File: src/rtl/coeff_compress_pack10_defines.svh
// Assertion macros shared by the coefficient compressor RTL.
// No dependencies; included by files that carry concurrent assertions.
`ifndef COEFF_COMPRESS_PACK10_DEFINES_SVH
`define COEFF_COMPRESS_PACK10_DEFINES_SVH

// Antecedent implies consequent in the same cycle.
`define CCP10_ASSERT_NOW(label, clk, rst_n, ante, cons, msg) \
    label: assert property (@(posedge clk) disable iff (!(rst_n)) (ante) |-> (cons)) \
        else $error(msg);

// Antecedent implies consequent in the next cycle.
`define CCP10_ASSERT_NEXT(label, clk, rst_n, ante, cons, msg) \
    label: assert property (@(posedge clk) disable iff (!(rst_n)) (ante) |=> (cons)) \
        else $error(msg);

`endif

File: src/rtl/ccp10_pkg.sv
// Shared constants and types for the 10-bit coefficient compressor and packer.
// No dependencies; every RTL module refers to it by scoped names.
package ccp10_pkg;

    localparam int unsigned MODULUS_Q = 7681;

    localparam int COEF_W  = 16;
    localparam int WORD_W  = 10;
    localparam int BYTE_W  = 8;
    localparam int NUM_W   = 27;
    localparam int RECIP_W = 32;

    localparam logic [COEF_W-1:0]  Q_VAL  = COEF_W'(MODULUS_Q);
    // floor(2^32 / Q): estimate is at most one below the true quotient
    localparam logic [RECIP_W-1:0] RECIP  = RECIP_W'((64'd1 << RECIP_W) / MODULUS_Q);
    localparam logic [NUM_W-1:0]   HALF_Q = NUM_W'(MODULUS_Q / 2);

    localparam logic [1:0] LAST_PHASE = 2'd3;

    typedef struct packed {
        logic       pend_valid;
        logic [1:0] phase;
    } t_pk_status;

endpackage

File: src/rtl/ccp10_modq.sv
// Two-stage reduction of a 16-bit coefficient modulo Q by reciprocal multiply.
// Depends on ccp10_pkg.
module ccp10_modq (
    input  logic                           i_clk,
    input  logic                           i_rst_n,
    input  logic                           i_valid,
    input  logic [ccp10_pkg::COEF_W-1:0]   i_coef,
    output logic                           o_ready,
    output logic                           o_valid,
    output logic [ccp10_pkg::COEF_W-1:0]   o_rem,
    input  logic                           i_ready
);

    logic                               r_a_valid;
    logic [ccp10_pkg::COEF_W-1:0]       r_a_coef;
    logic [ccp10_pkg::COEF_W-1:0]       r_a_qhat;
    logic                               r_b_valid;
    logic [ccp10_pkg::COEF_W-1:0]       r_b_rem;

    logic [ccp10_pkg::COEF_W+ccp10_pkg::RECIP_W-1:0] w_prod;
    logic [2*ccp10_pkg::COEF_W-1:0]     w_qq;
    logic [ccp10_pkg::COEF_W:0]         w_diff;
    logic [ccp10_pkg::COEF_W-1:0]       w_rem;
    logic                               w_ready_a;
    logic                               w_ready_b;

    assign w_ready_b = !r_b_valid || i_ready;
    assign w_ready_a = !r_a_valid || w_ready_b;
    assign o_ready   = w_ready_a;

    always_comb begin
        w_prod = (ccp10_pkg::COEF_W+ccp10_pkg::RECIP_W)'(i_coef)
               * (ccp10_pkg::COEF_W+ccp10_pkg::RECIP_W)'(ccp10_pkg::RECIP);
        w_qq   = (2*ccp10_pkg::COEF_W)'(r_a_qhat) * (2*ccp10_pkg::COEF_W)'(ccp10_pkg::Q_VAL);
        // estimate may be one short: remainder lies in [0, 2Q)
        w_diff = (ccp10_pkg::COEF_W+1)'(r_a_coef) - w_qq[ccp10_pkg::COEF_W:0];
        if (w_diff >= (ccp10_pkg::COEF_W+1)'(ccp10_pkg::Q_VAL)) begin
            w_rem = ccp10_pkg::COEF_W'(w_diff - (ccp10_pkg::COEF_W+1)'(ccp10_pkg::Q_VAL));
        end else begin
            w_rem = w_diff[ccp10_pkg::COEF_W-1:0];
        end
    end

    always_ff @(posedge i_clk) begin
        if (!i_rst_n) begin
            r_a_valid <= 1'b0;
            r_b_valid <= 1'b0;
        end else begin
            if (w_ready_a) begin
                r_a_valid <= i_valid;
            end
            if (w_ready_b) begin
                r_b_valid <= r_a_valid;
            end
        end
    end

    always_ff @(posedge i_clk) begin
        if (w_ready_a && i_valid) begin
            r_a_coef <= i_coef;
            r_a_qhat <= w_prod[ccp10_pkg::COEF_W+ccp10_pkg::RECIP_W-1:ccp10_pkg::RECIP_W];
        end
        if (w_ready_b && r_a_valid) begin
            r_b_rem <= w_rem;
        end
    end

    assign o_valid = r_b_valid;
    assign o_rem   = r_b_rem;

endmodule

File: src/rtl/ccp10_compress.sv
// Two-stage rounding compression of a remainder to a 10-bit word.
// Depends on ccp10_pkg.
module ccp10_compress (
    input  logic                           i_clk,
    input  logic                           i_rst_n,
    input  logic                           i_valid,
    input  logic [ccp10_pkg::COEF_W-1:0]   i_rem,
    output logic                           o_ready,
    output logic                           o_valid,
    output logic [ccp10_pkg::WORD_W-1:0]   o_word,
    input  logic                           i_ready
);

    localparam int PROD_W = ccp10_pkg::NUM_W + ccp10_pkg::RECIP_W;
    localparam int QQ_W   = ccp10_pkg::NUM_W + ccp10_pkg::COEF_W;

    logic                               r_c_valid;
    logic [ccp10_pkg::NUM_W-1:0]        r_c_num;
    logic [ccp10_pkg::NUM_W-1:0]        r_c_qhat;
    logic                               r_d_valid;
    logic [ccp10_pkg::WORD_W-1:0]       r_d_word;

    logic [ccp10_pkg::NUM_W-1:0]        w_num;
    logic [PROD_W-1:0]                  w_prod;
    logic [QQ_W-1:0]                    w_qq;
    logic [ccp10_pkg::NUM_W-1:0]        w_diff;
    logic [ccp10_pkg::WORD_W-1:0]       w_word;
    logic                               w_ready_c;
    logic                               w_ready_d;

    assign w_ready_d = !r_d_valid || i_ready;
    assign w_ready_c = !r_c_valid || w_ready_d;
    assign o_ready   = w_ready_c;

    always_comb begin
        // x * 1024 + floor(Q / 2)
        w_num  = (ccp10_pkg::NUM_W'(i_rem) << ccp10_pkg::WORD_W) + ccp10_pkg::HALF_Q;
        w_prod = PROD_W'(w_num) * PROD_W'(ccp10_pkg::RECIP);
        w_qq   = QQ_W'(r_c_qhat) * QQ_W'(ccp10_pkg::Q_VAL);
        w_diff = r_c_num - w_qq[ccp10_pkg::NUM_W-1:0];
        // bump a short estimate; the 10-bit mask wraps 1024 to 0
        w_word = r_c_qhat[ccp10_pkg::WORD_W-1:0]
               + ccp10_pkg::WORD_W'(w_diff >= ccp10_pkg::NUM_W'(ccp10_pkg::Q_VAL));
    end

    always_ff @(posedge i_clk) begin
        if (!i_rst_n) begin
            r_c_valid <= 1'b0;
            r_d_valid <= 1'b0;
        end else begin
            if (w_ready_c) begin
                r_c_valid <= i_valid;
            end
            if (w_ready_d) begin
                r_d_valid <= r_c_valid;
            end
        end
    end

    always_ff @(posedge i_clk) begin
        if (w_ready_c && i_valid) begin
            r_c_num  <= w_num;
            r_c_qhat <= w_prod[PROD_W-1:ccp10_pkg::RECIP_W];
        end
        if (w_ready_d && r_c_valid) begin
            r_d_word <= w_word;
        end
    end

    assign o_valid = r_d_valid;
    assign o_word  = r_d_word;

endmodule

File: src/rtl/ccp10_packer.sv
// Bit packer: merges 10-bit words LSB first into bytes, with a one-byte overflow slot.
// Depends on ccp10_pkg.
module ccp10_packer (
    input  logic                           i_clk,
    input  logic                           i_rst_n,
    input  logic                           i_valid,
    input  logic [ccp10_pkg::WORD_W-1:0]   i_word,
    output logic                           o_ready,
    output logic                           o_valid,
    output logic [ccp10_pkg::BYTE_W-1:0]   o_byte,
    output logic                           o_last,
    input  logic                           i_ready,
    output ccp10_pkg::t_pk_status          o_status
);

    logic [5:0]                     r_held;
    logic [1:0]                     r_phase;
    logic                           r_out_valid;
    logic [ccp10_pkg::BYTE_W-1:0]   r_out_byte;
    logic                           r_out_last;
    logic                           r_pend_valid;
    logic [ccp10_pkg::BYTE_W-1:0]   r_pend_byte;

    logic [2:0]                     w_nheld;
    logic [15:0]                    w_acc;
    logic                           w_full;
    logic                           w_take;
    logic [5:0]                     n_held;
    logic [1:0]                     n_phase;

    assign o_ready = !r_pend_valid && (!r_out_valid || i_ready);
    assign w_take  = i_valid && o_ready;

    always_comb begin
        w_nheld = {r_phase, 1'b0};
        w_acc   = 16'(r_held) | (16'(i_word) << w_nheld);
        w_full  = (r_phase == ccp10_pkg::LAST_PHASE);
        if (w_full) begin
            n_held  = 6'd0;
            n_phase = 2'd0;
        end else begin
            n_held  = w_acc[13:8];
            n_phase = r_phase + 2'd1;
        end
    end

    always_ff @(posedge i_clk) begin
        if (!i_rst_n) begin
            r_held       <= 6'd0;
            r_phase      <= 2'd0;
            r_out_valid  <= 1'b0;
            r_pend_valid <= 1'b0;
        end else if (w_take) begin
            r_held       <= n_held;
            r_phase      <= n_phase;
            r_out_valid  <= 1'b1;
            r_pend_valid <= w_full;
        end else if (r_out_valid && i_ready) begin
            // advance the overflow byte, or drop the slot
            r_out_valid  <= r_pend_valid;
            r_pend_valid <= 1'b0;
        end
    end

    always_ff @(posedge i_clk) begin
        if (w_take) begin
            r_out_byte  <= w_acc[7:0];
            r_out_last  <= !w_full;
            r_pend_byte <= w_acc[15:8];
        end else if (r_out_valid && i_ready && r_pend_valid) begin
            r_out_byte  <= r_pend_byte;
            r_out_last  <= 1'b1;
        end
    end

    assign o_valid  = r_out_valid;
    assign o_byte   = r_out_byte;
    assign o_last   = r_out_last;
    assign o_status = '{pend_valid: r_pend_valid, phase: r_phase};

endmodule

File: src/rtl/coeff_compress_pack10.sv
// Top level of the 10-bit coefficient compressor and byte packer.
// Depends on ccp10_pkg, ccp10_modq, ccp10_compress, ccp10_packer and the defines header.
//
// Usage:
//   Slave stream: one 16-bit raw coefficient per request on s_axis_tdata.
//   Master stream: packed bytes on m_axis_tdata, LSB-first 10-bit words;
//   tlast marks the final byte produced by one coefficient.
//   Coefficients at phases 0..2 of a group of four give one byte; phase 3 gives two.
//   Path: the first byte of a coefficient passes five registers, the first loaded
//   at the accepting edge: modular reduction 2 stages, rounding compression
//   2 stages, packer 1 stage.
//   Throughput: one coefficient per cycle for phases 0..2 while m_axis_tready is
//   high; the two-byte coefficient holds the packer while its overflow byte is sent,
//   so a steady stream falls below that rate, set by the single output byte port.
//   Stall: when m_axis_tready is low the output byte holds and each pipeline stage
//   fills in turn; s_axis_tready drops only once every stage holds a request.
//   Reset (synchronous, active low): clears all valid flags, the held bits and the
//   group phase; bits of a partial group are discarded.
`include "coeff_compress_pack10_defines.svh"

module coeff_compress_pack10 (
    input  logic         i_clk,
    input  logic         i_rst_n,
    input  logic         i_s_axis_tvalid,
    output logic         o_s_axis_tready,
    input  logic [15:0]  i_s_axis_tdata,   // [15:0] coefficient
    output logic         o_m_axis_tvalid,
    input  logic         i_m_axis_tready,
    output logic [7:0]   o_m_axis_tdata,   // [7:0] packed_byte
    output logic         o_m_axis_tlast    // last_of_run
);

    logic                               w_rem_valid;
    logic [ccp10_pkg::COEF_W-1:0]       w_rem;
    logic                               w_rem_ready;
    logic                               w_word_valid;
    logic [ccp10_pkg::WORD_W-1:0]       w_word;
    logic                               w_word_ready;
    ccp10_pkg::t_pk_status              w_pk_status;

    ccp10_modq u_modq (
        .i_clk   (i_clk),
        .i_rst_n (i_rst_n),
        .i_valid (i_s_axis_tvalid),
        .i_coef  (i_s_axis_tdata),
        .o_ready (o_s_axis_tready),
        .o_valid (w_rem_valid),
        .o_rem   (w_rem),
        .i_ready (w_rem_ready)
    );

    ccp10_compress u_compress (
        .i_clk   (i_clk),
        .i_rst_n (i_rst_n),
        .i_valid (w_rem_valid),
        .i_rem   (w_rem),
        .o_ready (w_rem_ready),
        .o_valid (w_word_valid),
        .o_word  (w_word),
        .i_ready (w_word_ready)
    );

    ccp10_packer u_packer (
        .i_clk    (i_clk),
        .i_rst_n  (i_rst_n),
        .i_valid  (w_word_valid),
        .i_word   (w_word),
        .o_ready  (w_word_ready),
        .o_valid  (o_m_axis_tvalid),
        .o_byte   (o_m_axis_tdata),
        .o_last   (o_m_axis_tlast),
        .i_ready  (i_m_axis_tready),
        .o_status (w_pk_status)
    );

    `CCP10_ASSERT_NOW(a_pend_behind_first, i_clk, i_rst_n, w_pk_status.pend_valid, o_m_axis_tvalid && !o_m_axis_tlast, "overflow byte without a leading first byte")
    `CCP10_ASSERT_NEXT(a_second_byte_follows, i_clk, i_rst_n, o_m_axis_tvalid && i_m_axis_tready && !o_m_axis_tlast, o_m_axis_tvalid && o_m_axis_tlast, "second byte of a full group did not follow")
    `CCP10_ASSERT_NEXT(a_group_closes, i_clk, i_rst_n, w_word_valid && w_word_ready && (w_pk_status.phase == ccp10_pkg::LAST_PHASE), w_pk_status.pend_valid && (w_pk_status.phase == 2'd0), "group of four did not close")

endmodule
File: config.mk
export PLATFORM = sky130hd
export DESIGN_NAME = coeff_compress_pack10
export DESIGN_NICKNAME = d
export VERILOG_FILES = /design/src/rtl/ccp10_pkg.sv /design/src/rtl/ccp10_modq.sv /design/src/rtl/ccp10_compress.sv /design/src/rtl/ccp10_packer.sv /design/src/rtl/coeff_compress_pack10.sv
export VERILOG_INCLUDE_DIRS = /design/src /design/src/rtl
export SDC_FILE = /design/constraint.sdc
export NUM_CORES = 1
export LEC_CHECK = 0
export BUFFER_PORTS_ARGS = -buffer_cell sky130_fd_sc_hd__buf_2
export CORE_MARGIN = 2
export CORE_UTILIZATION = 55
export CTS_CLUSTER_DIAMETER = 80
export CTS_CLUSTER_SIZE = 25
export DETAILED_ROUTE_END_ITERATION = 6
export PLACE_DENSITY = 0.86
export RECOVER_POWER = 100
export SLEW_MARGIN = 20
export SYNTH_ARGS = -nofsm -noshare
export SYNTH_HDL_FRONTEND = slang
export SYNTH_HIERARCHICAL = 1
export SYNTH_SLANG_ARGS = --single-unit
File: constraint.sdc
create_clock -name i_clk -period 7.6 [get_ports i_clk]
set_input_delay 0 -clock i_clk [delete_from_list [all_inputs] [get_ports i_clk]]
set_output_delay 0 -clock i_clk [all_outputs]
set_load 0.1 [all_outputs]
Word-level counts from Yosys, hierarchy flattened
Index checks and enable logic that the tools add are counted.
{ "word_totals": {"regBits": 119, "input_bits": 20} }
{ "classes": {"n_addsub": 6, "mul": 4, "magnitude_cmp": 2, "eq_ne": 1, "shift": 1, "mux": 11, "bitwise_logic": 1, "n_reduce_logical": 22} }
{ "op_table": {"columns": ["cell", "count"], "rows": [
  ["$mul 27x20->47 const B", 1],
  ["$mul 16x20->36 const B", 1],
  ["$add 26x12->27 const B", 1],
  ["$ge 27x13->1 const B", 1],
  ["$mul 15x13->27 const B", 1],
  ["$sub 27x27->27", 1],
  ["$ge 17x13->1 const B", 1],
  ["$mul 4x13->17 const B", 1],
  ["$sub 16x17->17", 1],
  ["$mux 16", 1],
  ["$mux 8", 2],
  ["$or 6x16->16", 1],
  ["$shl 10x3->16", 1],
  ["$sub 16x13->16 const B", 1],
  ["$add 10x1->10", 1],
  ["$logic_and 1x1->1", 8],
  ["$logic_not 1->1", 7],
  ["$mux 1", 6],
  ["$mux 6", 1],
  ["$logic_or 1x1->1", 5],
  ["$reduce_bool 2->1", 2],
  ["$add 2x1->2 const B", 1],
  ["$eq 2x2->1 const B", 1],
  ["$mux 2", 1]
]} }

Longest topological paths before layout
Gate-level depths: netlist of run 1.
{ "depth": {"depth_word": 8, "ltp_mapped": 32, "depth_no_buf": 31} }

Modules after synthesis
Netlist of run 1, hierarchy kept.
{ "by_module_without_submodules": {"columns": ["mod", "n_inst", "cells_per_inst", "area_each_um2"], "rows": [
  ["ccp10_compress", 1, 1139, 10850.4],
  ["ccp10_modq", 1, 693, 6976.7],
  ["ccp10_packer", 1, 111, 1407.6]
]} }

Worst setup path after synthesis of run 1
OpenSTA, ideal clock, no wires.
{ "synth_path": {"path_type": "register to register", "start": "register u_modq.r_b_rem (netlist bit u_modq/o_rem[0])", "end": "register u_compress/r_c_qhat[14] (netlist bit) (data pin)", "setup_ps": 271, "t_arrival_ps": 7416, "t_required_ps": 7329, "setup_slack_ps": -88, "stages_incl_launch_ff": 33, "period_less_slack_ps": 7688, "path_cell_list": "edfxtp_1 -> buf_6 -> inv_1 -> ha_1 -> nor2_1 -> nand2_1 -> nor2_1 -> nand4_1 -> xnor2_1 -> inv_1 -> fa_1 -> inv_1 -> ha_1 -> inv_1 -> fa_1 -> inv_1 -> ha_1 -> inv_1 -> fa_1 -> inv_1 -> fa_1 -> inv_1 -> fa_1 -> inv_1 -> ha_1 -> and2_1 -> and3_1 -> a221oi_1 -> o22ai_1 -> o31ai_1 -> a211oi_2 -> nand4_1 -> o311ai_1"} }
{ "synth_between": {"elab_chain_cells": 2} }
{ "synth_rtl": {"columns": ["element", "line_no", "source"], "rows": [
  ["from (decl)", "ccp10_modq.sv:18", "logic [ccp10_pkg::COEF_W-1:0] r_b_rem;"],
  ["from (signal assigned)", "ccp10_modq.sv:64", "r_b_rem <= w_rem;"],
  ["$add 26x12->27", "ccp10_compress.sv:37", "w_num = (ccp10_pkg::NUM_W'(i_rem) << ccp10_pkg::WORD_W) + ccp10_pkg::HALF_Q;"],
  ["via u_compress.w_num (one bit)", "ccp10_compress.sv:23", "logic [ccp10_pkg::NUM_W-1:0] w_num;"],
  ["$mul 27x20->47", "ccp10_compress.sv:38", "w_prod = PROD_W'(w_num) * PROD_W'(ccp10_pkg::RECIP);"],
  ["via u_compress.w_prod[46]", "ccp10_compress.sv:24", "logic [PROD_W-1:0] w_prod;"],
  ["to (signal assigned)", "ccp10_compress.sv:63", "r_c_qhat <= w_prod[PROD_W-1:ccp10_pkg::RECIP_W];"],
  ["to (decl)", "ccp10_compress.sv:19", "logic [ccp10_pkg::NUM_W-1:0] r_c_qhat;"]
]} }
The timed path passes the listed nets, and every way through them passes these cells.
A chain may end at the register's enable or synchronous reset.

Final worst setup path of run 1
{ "layout_path": {"start": "register u_modq.r_b_rem (netlist bit u_modq/o_rem[1])", "end": "register u_compress/r_c_qhat[13] (netlist bit) (data pin)"} }
Same word-level chain as after synthesis.

==> results of run 1 <==
-- layout make-up --
type,instances,area (um2)
Multi-Input combinational cell,1298,14140
Fill cell,2672,13970
Sequential cell,109,3133
Inverter,512,1926
Tap cell,455,569.3
Timing Repair Buffer,68,426.7
Clock buffer,9,225.2
Clock inverter,7,72.57
Antenna cell,1,2.502
-- metrics by stage --
step,worst slack (ns),util (%),setup TNS [ns],instances,hold slack (ns)
2_1_floorplan,0.1667,-,0,1942,0.09887
3_3_place_gp,0.1518,57.90,0,2422,0.2262
3_5_place_dp,-0.1536,57.90,-0.3442,2422,0.2495
4_1_cts,0.04053,59.16,0,2451,0.0002761
5_1_grt,-0.08250,59.46,-0.2225,2458,0.1695
6_report,0.1814,59.47,0,2459,0.1491
-- critical path: stages, from the launching register on --
cell	delay [ns]
edfxtp_1	0.46
buf_4	0.17
o21ai_2	0.24
nor2_1	0.10
and3_1	0.20
xnor2_1	0.32
inv_2	0.21
fa_1	0.51
ha_1	0.29
inv_1	0.05
fa_1	0.50
inv_1	0.04
ha_1	0.26
inv_1	0.06
fa_1	0.50
inv_1	0.07
fa_1	0.58
fa_1	0.44
ha_1	0.38
nand2_1	0.09
nor3b_1	0.19
o21ai_0	0.22
a31oi_4	0.26
a31oi_2	0.16
o211a_1	0.27
or2_1	0.26
a311o_1	0.32
-- metal layers --
layer	wire length, um	vias to the layer above	part of all wire (%)	global-route usage, %
met5	0	-	0	0
met4	1722	0	4.0	10.29
met3	1896	128	4.4	2.405
met2	22330	482	52	43.92
met1	17410	6929	40	29.73
li1	-	6582	-	-
-- timing repair --
| item | CTS | global route |
|---|---|---|
| endpoints found under the setup margin | 3 | 14 |
| hold buffers | 13 | 1 |
| setup buffers | 0 | 6 |
| resized for setup | 1 | 23 |
| pin swaps | 1 | 5 |
| endpoints found under the hold margin | 15 | 1 |
-- worst max-delay path by stage --
stage	slack (ns)	depth (start not counted)	to	start
2_1_floorplan	0.17	32	u_compress/r_c_qhat[14]	u_modq/o_rem[0]
6_report	0.18	26	u_compress/r_c_qhat[13]	u_modq/o_rem[1]
4_1_cts	0.04	31	u_compress/r_c_qhat[14]	u_modq/o_rem[1]
3_5_place_dp	-0.15	31	u_compress/r_c_qhat[14]	u_modq/o_rem[1]
3_3_place_gp	0.15	31	u_compress/r_c_qhat[14]	u_modq/o_rem[1]
5_1_grt	-0.08	31	u_compress/r_c_qhat[14]	u_modq/o_rem[1]
-- flip-flops by register name (all words and copies together), names as in the netlist --
name and cells:
u_compress/o_word 10, u_modq/r_a_valid 1, u_compress/r_c_num 17, u_modq/r_a_coef 16, u_packer/o_byte 8, u_packer/r_pend_valid 1
u_compress/o_valid 1, u_packer/o_last 1, u_modq/o_valid 1, u_packer/o_valid 1, u_packer/r_held 6, u_packer/r_pend_byte 8
u_compress/r_c_valid 1, u_modq/o_rem 16, u_packer/r_phase 2, u_modq/r_a_qhat 4, u_compress/r_c_qhat 15
-- layout by cell type, fill, tap and decap left out, types with 12 or more instances in the layout --
| cell | n |
|---|---|
| buf_4 | 21 |
| nor2_1 | 42 |
| inv_1 | 507 |
| xor2_1 | 22 |
| nand3_1 | 25 |
| edfxtp_1 | 95 |
| o211ai_1 | 14 |
| mux2i_1 | 18 |
| fa_1 | 210 |
| o21a_1 | 14 |
| nor3_1 | 26 |
| ha_1 | 409 |
| a211oi_1 | 13 |
| dfxtp_1 | 14 |
| dlygate4sd3_1 | 14 |
| o21ai_0 | 31 |
| a21oi_1 | 71 |
| and3_1 | 13 |
| nand4_1 | 19 |
| nor2b_1 | 19 |
| a21o_1 | 28 |
| nand2_1 | 57 |
| o21ai_1 | 12 |
| clkbuf_1 | 29 |
| o21bai_1 | 14 |
| xnor2_1 | 52 |
==> run metrics, run 1 <==
total grt overflow=0; first-pass GRT wire length=about 71000 um; Final Hold Fails=0; placed instance area=around 20000 um2; cells after synthesis=between 1500 and 2000; Nets=about 2600; row count=68; Fmax=approximately 0.13 GHz; Wirelength per Cell=17.63 um; end of the worst register-to-register path=u_compress/r_c_qhat[13]; Worst-Margin Slew=around 1.2 ns; antenna viol nets, final=0; DRC=0; fin. max-slew vios=0; crit path max fanout=7; initial antenna violation count=1; Hold Path Stages=1; hold endpoint=u_modq/r_a_coef[3]; Worst EP required=about 7.7 ns; Syn Area/Cell=just under 10 um2; die width=191.0 um; TritonCTS Sinks=between 100 and 150; die height=around 190 um; via/cell ratio=between 5 and 6; syn_nets=roughly 2600; outcome=complete, no violations; FF-to-FF path depth=26; internal reg-to-reg setup slack=0.18 ns; type of the worst min-delay path=input port to flip-flop; 1st-iter DRT viols=roughly 800; RR Startpoint=u_modq/o_rem[1]; number of synthesis warnings=6; Critical Path AT=~7.5 ns; max_cap viols=0; share of layout cells above drive strength 1=around 5.2%; Final min period=around 7.4 ns; fin area=~20000 um2; Rel. slew slack=a little over a fifth; num ports=31; Bufs on Longest Clock Path=2; CTS buffer count=9; Post-Route WL=~43000 um; vias post-DR=about 14000; worst hold start=i_s_axis_tdata[3]; CTS tree=built; CP Launch Type=flip-flop; synthesized area=between 15000 and 20000 um2; worst skew pair latency=0.37 ns; vias in the first global route=roughly 15000; clk slew on worst S/H paths=roughly 0.09 ns; # setup viols final=0; Core ar.=between 30000 and 40000 um2; final cycle utilization of the critical path=97.61%; H-Tree Depth=3; Initial Util=55.80%; Area growth syn-to-layout=6.573%; post-detail-place hpwl=35840 um; drt pass-1 iters=5; GPL Wtd Cong=just over 0.9; PortBufs=30; gr usage total=around 24%; full die area=about 36000 um2; pin count of the biggest net entering global routing=33; root buf cell=clkbuf_16; Worst Skew=0.01532 ns; CP Class=flip-flop to flip-flop; critical path endpoint category=flip-flop
Power of run 1 is not shown: default switching activity piles up to over one toggle a cycle in this logic, so the estimate is an artifact.
==> run 2: changes to the inputs <==
MAX_ROUTING_LAYER = met4   (was not set)
PLACE_DENSITY = not set   (was 0.86)
PLACE_DENSITY_LB_ADDON = 0.15   (was not set)
==> run 2 against run 1 <==
The run now ends with max-capacitance violations, max-slew violations left. Register-to-register slack better by 0.12 ns. Flip-flop and latch count unchanged. Via count down 4.9%. Critical path depth up 3. Sequential share of layout area about the same. Non-clock buffer count up 6. Largest cell class unchanged. Highest routed layer unchanged.
==> run metrics, run 2 (same netlist as run 1, synthesis figures left out) <==
outcome=finished with violations; violated checks=max-capacitance violations, max-slew violations; TritonCTS Sinks=around 110; die height=roughly 190 um; max reg flops=17; Worst-Margin Slew=1.840 ns; max_cap viols=1; Most common cell on crit path=inv_1; Rel. slew slack=-22.68%; share of layout cells above drive strength 1=roughly 4.7%; # diodes=0; Crit path largest cell delay=0.54 ns; CP max stage cell=fa_1; fin. max-slew vios=33; PortBufs=30; CP startpoint=u_modq/o_rem[3]; CP Class=flip-flop to flip-flop; vias in the first global route=roughly 14000; Initial Util=a little under three fifths; Bufs on Longest Clock Path=2; worst skew pair latency=0.38 ns; most common cell after layout, fill and taps aside=inv_1; non-filler cells, final=roughly 2500; drt pass-1 iters=7; row count=around 70; Fmax=between 0.1 and 0.15 GHz; worst hold start=i_s_axis_tdata[6]; gr usage total=23.60%; CTS tree=built; critical path endpoint category=flip-flop; CTS buffer count=9; Area growth syn-to-layout=6.462%; pin count of the biggest net entering global routing=33; crit path max fanout=5; num ports=31; GPL Wtd Cong=0.9454; type of the worst min-delay path=input port to flip-flop; antenna viol nets, final=0; H-Tree Depth=3; Worst Skew=0.01878 ns; CP Launch Type=flip-flop; total negative slack=0 ns; Wirelength per Cell=around 16 um; Critical Path AT=about 7.4 ns; full die area=between 30000 and 40000 um2; via/cell ratio=between 5 and 6; total grt overflow=0; RR Startpoint=u_modq/o_rem[3]; vias post-DR=approximately 13000; placed insts=roughly 2400; die width=roughly 190 um; 1st-iter DRT viols=approximately 630; clk slew on worst S/H paths=0.09 ns; Final Hold Fails=0; root buf cell=clkbuf_16; Worst EP required=approximately 7.7 ns; first-pass GRT wire length=66390 um; Nets=about 2600; Largest Register=u_compress/r_c_num; post-detail-place hpwl=about 34000 um; # setup viols final=0; most frequent cells in the layout=inv_1, ha_1, fa_1, edfxtp_1, a21oi_1; DRC=0; Post-Route WL=between 30000 and 40000 um; initial antenna violation count=0; Core ar.=34460 um2; Final min period=between 7 and 8 ns; final cycle utilization of the critical path=96.02%
-- run 2: area by class of cell --
class	count	area (um2)
clock buffer	9	225.2
clock inverter	7	88.84
fill	2985	13990
inverter	512	1922
multi-input combinational	1298	14070
sequential	109	3133
tap	455	569.3
timing repair buffer	74	465.4
-- run 2: path summary, 6_finish.rpt --
path                                  end  slack, ns  depth (start not counted)
hold reg to reg        u_packer/r_held[2]       0.50                          1
setup reg to reg  u_compress/r_c_qhat[13]       0.30                         29
setup / recovery  u_compress/r_c_qhat[13]       0.30                         29
hold / removal         u_modq/r_a_coef[6]       0.18                          1
-- run 2: worst max-delay path: cells and delay by family, from the launching register on --
family	cells	cell delay, ns
adders and majority gates	8	3.41
AOI/OAI and AO/OA	5	1.06
and+or+nand+nor	8	1.44
xor gates and xnor gates	1	0.16
buffers and inverters	7	0.53
DFF	1	0.42
-- run 2: metrics by stage --
step | area, um2 | util, % | hold WS, ns | worst slack, ns
2_1_floorplan | 19230 | - | 0.09887 | 0.1667
3_3_place_gp | 20000 | 58.03 | 0.2349 | 0.2249
3_5_place_dp | 20000 | 58.03 | 0.2359 | 0.06044
4_1_cts | 20470 | 59.41 | 0.004978 | 0.001465
5_1_grt | 20470 | 59.40 | 0.1813 | -0.02242
6_report | 20470 | 59.40 | 0.1807 | 0.3026
-- run 2: per-layer routing --
metal  GRT usage [%]  up-vias  part of all wire (%)
met5               -        -                     0
met4           5.039        0                   1.5
met3           1.542       30                   2.0
met2           41.58      195                    51
met1           29.93     6611                    46
li1                -     6597                     -
-- run 2: what timing repair did --
action	4_1_cts	5_1_grt
endpoints found under the hold margin	16	0
gates resized for setup	0	8
endpoints found under the setup margin	0	9
hold buffers	16	0
buffers inserted	0	4
Power of run 2 is left out for the same reason.
==> run 3: changes to the inputs <==
CAP_MARGIN = 0   (was not set)
CTS_BUF_LIST = sky130_fd_sc_hd__clkbuf_4 sky130_fd_sc_hd__clkbuf_8   (was not set)
==> run 3 against run 2 <==
The run ends with design-rule violations, max-capacitance violations, max-slew violations left. Utilization shrank 0.18 points. Non-clock buffer count grew 4. Hold slack gained 0.14 ns. Largest cell class unchanged.
==> run metrics, run 3 (same netlist as run 1, synthesis figures left out) <==
Final Hold Fails=0; full die area=36470 um2; Final min period=7.296 ns; Initial Util=55.80%; CP Launch Type=flip-flop; final cycle utilization of the critical path=roughly 96%; Worst-Margin Slew=between 1.5 and 2 ns; pin count of the biggest net entering global routing=33; total negative slack=0 ns; RR Startpoint=u_modq/o_rem[2]; fin. max-slew vios=33; first-pass GRT wire length=66300 um; Crit path largest cell delay=roughly 0.54 ns; end of the worst register-to-register path=u_compress/r_c_qhat[13]; Largest Register=u_compress/r_c_num; CP Class=flip-flop to flip-flop; worst skew pair latency=0.42 ns; share of layout cells above drive strength 1=approximately 4.7%; vias in the first global route=13660; Fmax=roughly 0.14 GHz; row count=around 70; max_cap viols=1; gr usage total=a little under a quarter; die height=approximately 190 um; # setup viols final=0; outcome=finished with violations; max reg flops=17; GPL Wtd Cong=roughly 0.95; Core ar.=34460 um2; TritonCTS Sinks=about 110; Critical Path AT=approximately 7.5 ns; Nets=approximately 2600; Bufs on Longest Clock Path=2; Wirelength per Cell=16.11 um; Rel. slew slack=-23.95%; post-detail-place hpwl=roughly 34000 um; Most common cell on crit path=inv_1; most frequent cells in the layout=inv_1, ha_1, fa_1, edfxtp_1, a21oi_1; # diodes=0; num ports=31; type of the worst min-delay path=input port to flip-flop; worst hold start=i_m_axis_tready; Post-Route WL=39760 um; Area growth syn-to-layout=6.143%; CTS buffer count=9; drt pass-1 iters=7; Hold Path Stages=3; CTS tree=built; PortBufs=30; CP max stage cell=fa_1; vias post-DR=13410; root buf cell=clkbuf_8; 1st-iter DRT viols=between 600 and 700; via/cell ratio=approximately 5.4; FF-to-FF path depth=29; total grt overflow=0; initial antenna violation count=0; Worst EP required=7.76 ns; crit path max fanout=5; die width=around 190 um; # fillers=around 3000; critical path endpoint category=flip-flop; H-Tree Depth=3; violated checks=design-rule violations, max-capacitance violations, max-slew violations; DRC=2; internal reg-to-reg setup slack=~0.3 ns; hold endpoint=u_packer/r_pend_valid; most common cell after layout, fill and taps aside=inv_1; clk slew on worst S/H paths=roughly 0.13 ns; Worst Skew=around 0.026 ns; antenna viol nets, final=0
-- run 3: cell count changes in the layout (fill, tap and decap cells not counted), sizes merged --
cell | before | now
dlygate4sd3 | 16 | 20
-- run 3: layout make-up --
class | count | area, um2 | share of cell area (%)
Multi-Input combinational cell | 1298 | 14070 | 68.92
Sequential cell | 109 | 3133 | 15.35
Inverter | 512 | 1922 | 9.417
Tap cell | 455 | 569.3 | 2.790
Timing Repair Buffer | 78 | 505.5 | 2.477
Clock buffer | 9 | 123.9 | 0.6070
Clock inverter | 7 | 88.84 | 0.4353
-- run 3: stage by stage --
stage	setup slack, ns	area (um2)	instances	util [%]	hold slack [ns]
4_1_cts	0.1065	20410	2464	59.24	0.2984
5_1_grt	-0.04544	20410	2468	59.23	0.3379
6_report	0.3037	20410	2468	59.23	0.3249
2_1_floorplan	0.1667	19230	1942	-	0.09887
3_5_place_dp	0.06044	20000	2428	58.03	0.2359
3_3_place_gp	0.2249	20000	2428	58.03	0.2349
-- run 3: worst max path at each step --
| stage | slack, ns | start | endpoint |
|---|---|---|---|
| 2_1_floorplan | 0.17 | u_modq/o_rem[0] | u_compress/r_c_qhat[14] |
| 3_3_place_gp | 0.22 | u_modq/o_rem[2] | u_compress/r_c_qhat[14] |
| 3_5_place_dp | 0.06 | u_modq/o_rem[2] | u_compress/r_c_qhat[14] |
| 4_1_cts | 0.11 | u_modq/o_rem[2] | u_compress/r_c_qhat[14] |
| 5_1_grt | -0.05 | u_modq/o_rem[3] | u_compress/r_c_qhat[13] |
| 6_report | 0.30 | u_modq/o_rem[2] | u_compress/r_c_qhat[13] |
-- run 3: what timing repair did --
| item | 4_1_cts | 5_1_grt |
|---|---|---|
| setup buffers | 0 | 4 |
| pin swaps | 0 | 4 |
| hold buffers | 20 | 0 |
| setup endpoints to repair | 1 | 9 |
| endpoints found under the hold margin | 22 | 0 |
| resized for setup | 1 | 7 |
-- run 3: worst max-delay path: cells and delay by family (launching register included) --
kind | cells | cell delay (ns)
xor+xnor | 1 | 0.16
simple gates | 8 | 1.45
flops | 1 | 0.43
buf+inv | 7 | 0.51
compound gates | 5 | 1.08
fa+ha+maj | 8 | 3.40
-- run 3: routing by layer --
metal / wire length (um) / track usage (%)
met4: 459 / 4.442
met3: 818 / 1.597
met5: 0 / -
met1: 18110 / 29.83
met2: 20370 / 41.88
Power of run 3 is left out for the same reason.
